File: src/rtl/huffman_bit_packer_assert.svh
// Assertion macros for the Huffman bit packer RTL.
// Relies on clk and rst_n being in scope where a macro is used.
`ifndef HUFFMAN_BIT_PACKER_ASSERT_SVH
`define HUFFMAN_BIT_PACKER_ASSERT_SVH

// Same-cycle implication, disabled while in reset.
`define HBP_ASSERT_NOW(lbl, ante, cons, msg) \
  lbl: assert property (@(posedge clk) disable iff (!rst_n) (ante) |-> (cons)) \
    else $error(msg);

// Next-cycle implication, disabled while in reset.
`define HBP_ASSERT_NEXT(lbl, ante, cons, msg) \
  lbl: assert property (@(posedge clk) disable iff (!rst_n) (ante) |=> (cons)) \
    else $error(msg);

`endif

File: src/rtl/hbp_ram.sv
// Generic single-write, single-read synchronous RAM with registered read data.
// No dependencies.
module hbp_ram #(
  parameter int WIDTH = 8,
  parameter int DEPTH = 256
) (
  input  logic                     clk,
  input  logic                     wr_en,
  input  logic [$clog2(DEPTH)-1:0] wr_addr,
  input  logic [WIDTH-1:0]         wr_data,
  input  logic                     rd_en,
  input  logic [$clog2(DEPTH)-1:0] rd_addr,
  output logic [WIDTH-1:0]         rd_data
);

  logic [WIDTH-1:0] mem [DEPTH];

  always_ff @(posedge clk) begin
    if (wr_en) begin
      mem[wr_addr] <= wr_data;
    end
    if (rd_en) begin
      rd_data <= mem[rd_addr];
    end
  end

endmodule

File: config.mk
export PLATFORM = sky130hd
export DESIGN_NAME = hbp_ram
export DESIGN_NICKNAME = d
export VERILOG_FILES = /design/src/rtl/huffman_bit_packer_assert.svh /design/src/rtl/hbp_ram.sv
export SDC_FILE = /design/constraint.sdc
export NUM_CORES = 2
export LEC_CHECK = 0
export BUFFER_PORTS_ARGS = -buffer_cell sky130_fd_sc_hd__buf_2
export CAP_MARGIN = 20
export CORE_MARGIN = 2
export CORE_UTILIZATION = 50
export DETAILED_ROUTE_END_ITERATION = 7
export PLACE_DENSITY = 0.75
export SLEW_MARGIN = 15
export SYNTH_ARGS = -nofsm -noshare
export SYNTH_HDL_FRONTEND = slang
export SYNTH_SLANG_ARGS = --single-unit
File: constraint.sdc
create_clock -name clk -period 2 [get_ports clk]
set_input_delay 0.1 -clock clk [delete_from_list [all_inputs] [get_ports clk]]
set_output_delay 0.1 -clock clk [all_outputs]
set_load 0.005 [all_outputs]
==> impl_metrics.json <==
{
  "netlist_area_um2": 79600,
  "met1_usage_pct": 34.5,
  "core-area_um2": 158000,
  "drive_above_1_share_pct": 33.5,
  "grt-busiest-layer": "met2",
  "drt-initial-drc-count": 6044,
  "cts_buffers": 195,
  "final_cell_mix": "2056 x edfxtp_1, 620 x buf_4, 455 x mux4_2",
  "critical_path_class": "flop to flop",
  "ys.flop_type": "edfxtp_1",
  "timing.rr.end": "rd_data[4]",
  "synth_nets": 3760,
  "drc_errors": 0,
  "crit_path_max_fanout": 1,
  "grtUsageMet2_pct": 39.3,
  "place_congestion": 0.879,
  "fin_worst_skew_ps": 48.5,
  "max_stage_delay_ps": 530,
  "cts_max_level": 4,
  "syn_avg_cell_area_um2": 21.3,
  "violations": "negative setup slack",
  "grt_pass1_vias": 42600,
  "ant_nets": 0,
  "mostFrequentLayoutCell": "edfxtp_1",
  "synthCells": 3733,
  "yosysSeqAreaShare_pct": 77.5,
  "cp_cell_sequence": "mux4_2 -> mux4_2 -> nor2b_4 -> nor4_4 -> buf_4 -> nor4_2",
  "ys_async_sr_fraction_pct": 0,
  "endpoint_kind": "flop",
  "syn2layout_area_growth_pct": 18.6,
  "clock_latency_ps": 850,
  "hpwl_um": 129000,
  "p_leak_nw": 30.7,
  "cts_tree": "built",
  "use_met3_pct": 6.46,
  "finalHoldViolCount": 0,
  "start_util_pct": 50.3,
  "drv_slew": 0,
  "vdd_drop_max_mv": 0.943,
  "path_common_cell": "mux4_2",
  "endpoint": "rd_data[4]",
  "startpoint_type": "flop",
  "die_w_um": 403,
  "track_usage_pct": 24.9,
  "reg2reg_slack_ps": -510,
  "power_density_nw_per_um2": 945,
  "die_h_um": 403,
  "nets": 4486,
  "setup_viol": 8,
  "r2r_start": "mem[83][4]",
  "tightest_slew_ps": 964,
  "num_vias": 42300,
  "yosys_warnings": 0,
  "synth_area_leaders": "edfxtp_1 78%, mux4_2 13%, mux2i_1 1.7%, nor2_1 1.3%, a22oi_1 1.3%",
  "critPathSlowestCell": "mux4_2",
  "grt_max_degree": 109,
  "rr_worst_depth": 6,
  "period_needed_ps": 2510,
  "synth_cell_types": 54,
  "portBuffers": 34,
  "critPathRequiredTime_ps": 2580,
  "slew_headroom_pct": 35.5,
  "outcome": "finished with violations",
  "cp.arrival_ps": 3090,
  "clk_pin_slew_ps": 60,
  "final.setup.tns_ps": -2980,
  "routed_wirelength_um": 202000,
  "pin_count": 35,
  "synth-edff-count": 2056,
  "worst_slack_ps": -511,
  "crit_start": "mem[83][4]",
  "finalCritPeriodShare_pct": 126,
  "max_freq_mhz": 398,
  "yosysTopAreaCell": "edfxtp_1",
  "first_pass_iters": 6,
  "synth.top_cell.area_share_pct": 77.5,
  "grt_first_pass_wirelength_um": 294000,
  "wire_per_inst_um": 30.1,
  "via_per_inst": 6.31,
  "root_buffer": "clkbuf_16",
  "rsz0062_at_grt": "yes",
  "cts_sinks": 2056,
  "num_rows": 146,
  "worst_hold_path_type": "input pin to flop",
  "clk_path_buf_depth": 3,
  "ys_ff_latch": 2056,
  "antenna_found_initial": 10,
  "fin_util_pct": 59.7,
  "grt.overflow.total": 0,
  "maxCapViolCount": 0,
  "dieArea_um2": 162000
}
[worst min-delay path by stage]
stage                     startpoint          end  slack, ps  cells past startpoint
after floorplan           wr_data[0]    mem[0][0]        200                      0
after global placement    wr_data[2]   mem[82][2]        480                      1
after detailed placement  wr_data[2]   mem[82][2]        490                      1
after CTS                      wr_en   mem[90][4]          8                      4
after global routing      wr_addr[2]  mem[125][3]         40                      4
final                          wr_en   mem[90][4]         80                      4
[cell type report]
| cell class | count | area [um2] |
|---|---|---|
| Tap cell | 2072 | 2590 |
| Sequential cell | 2056 | 61700 |
| Antenna cell | 7 | 17.5 |
| Inverter | 2 | 7.51 |
| Clock inverter | 122 | 1190 |
| Multi-Input combinational cell | 1442 | 16900 |
| Clock buffer | 236 | 5120 |
| Fill cell | 10700 | 63700 |
| Timing Repair Buffer | 762 | 6930 |
[worst max-delay path: cells and delay by family (launching register included)]
family | cells | cell delay, ps
muxes | 2 | 1050
and+or+nand+nor | 3 | 620
DFF | 1 | 360
buffers and inverters | 1 | 230
[Yosys cell counts, types with 22 or more instances]
cell,n
buf_2,31
nor2b_1,31
mux4_2,454
nor4_1,24
buf_1,22
nand3_1,34
buf_4,27
a21oi_1,96
a22oi_1,133
mux2i_1,134
o22ai_1,28
nor3_1,22
o221ai_1,46
edfxtp_1,2056
nand2_1,33
clkbuf_1,111
nor2_1,282
[routing by layer]
layer	part of all wire, %	vias to the layer above
met3	12	399
li1	-	17200
met2	48	2642
met1	37	22100
met5	0.037	-
met4	3.2	12
[sequential cells by signal, indices dropped and copies added (netlist names)]
register / flops
mem: 2048
rd_data: 8
[power by group]
group | total, W | internal [W] | switching [W]
logic | 0.00514 | 0.00210 | 0.00303
clock network | 0.0365 | 0.0207 | 0.0158
registers | 0.0476 | 0.0475 | 0.0000865
total | 0.0893 | 0.0703 | 0.0189
[stage by stage]
step / instance area [um2] / total power [W] / cells / setup slack (ps) / hold slack (ps)
global route: 94500 / 0.0914 / 6693 / -566 / 38.8
global placement: 87600 / 0.0533 / 6317 / -1560 / 480
CTS: 94400 / 0.0896 / 6692 / -524 / 7.69
finish: 94500 / 0.0893 / 6699 / -511 / 75.0
floorplan: 79900 / 0.0508 / 3733 / -57.4 / 199
detailed placement: 87600 / 0.0534 / 6319 / -1360 / 495
[timing repair]
| action | 4_1_cts | 5_1_grt |
|---|---|---|
| resized for setup | 51 | 13 |
| pin swaps | 26 | 5 |
| hold endpoints to repair | 717 | 0 |
| buffers inserted | 0 | 0 |
| hold buffers | 16 | 0 |
| setup endpoints to repair | 8 | 16 |
[logic make-up after synthesis]
kind of cell / share of synthesized area (%)
mux: 14.6
buf+inv: 1.83
compound gates: 3.42
flops: 77.5
simple gates: 2.63
(Power assumes the default switching activity.)
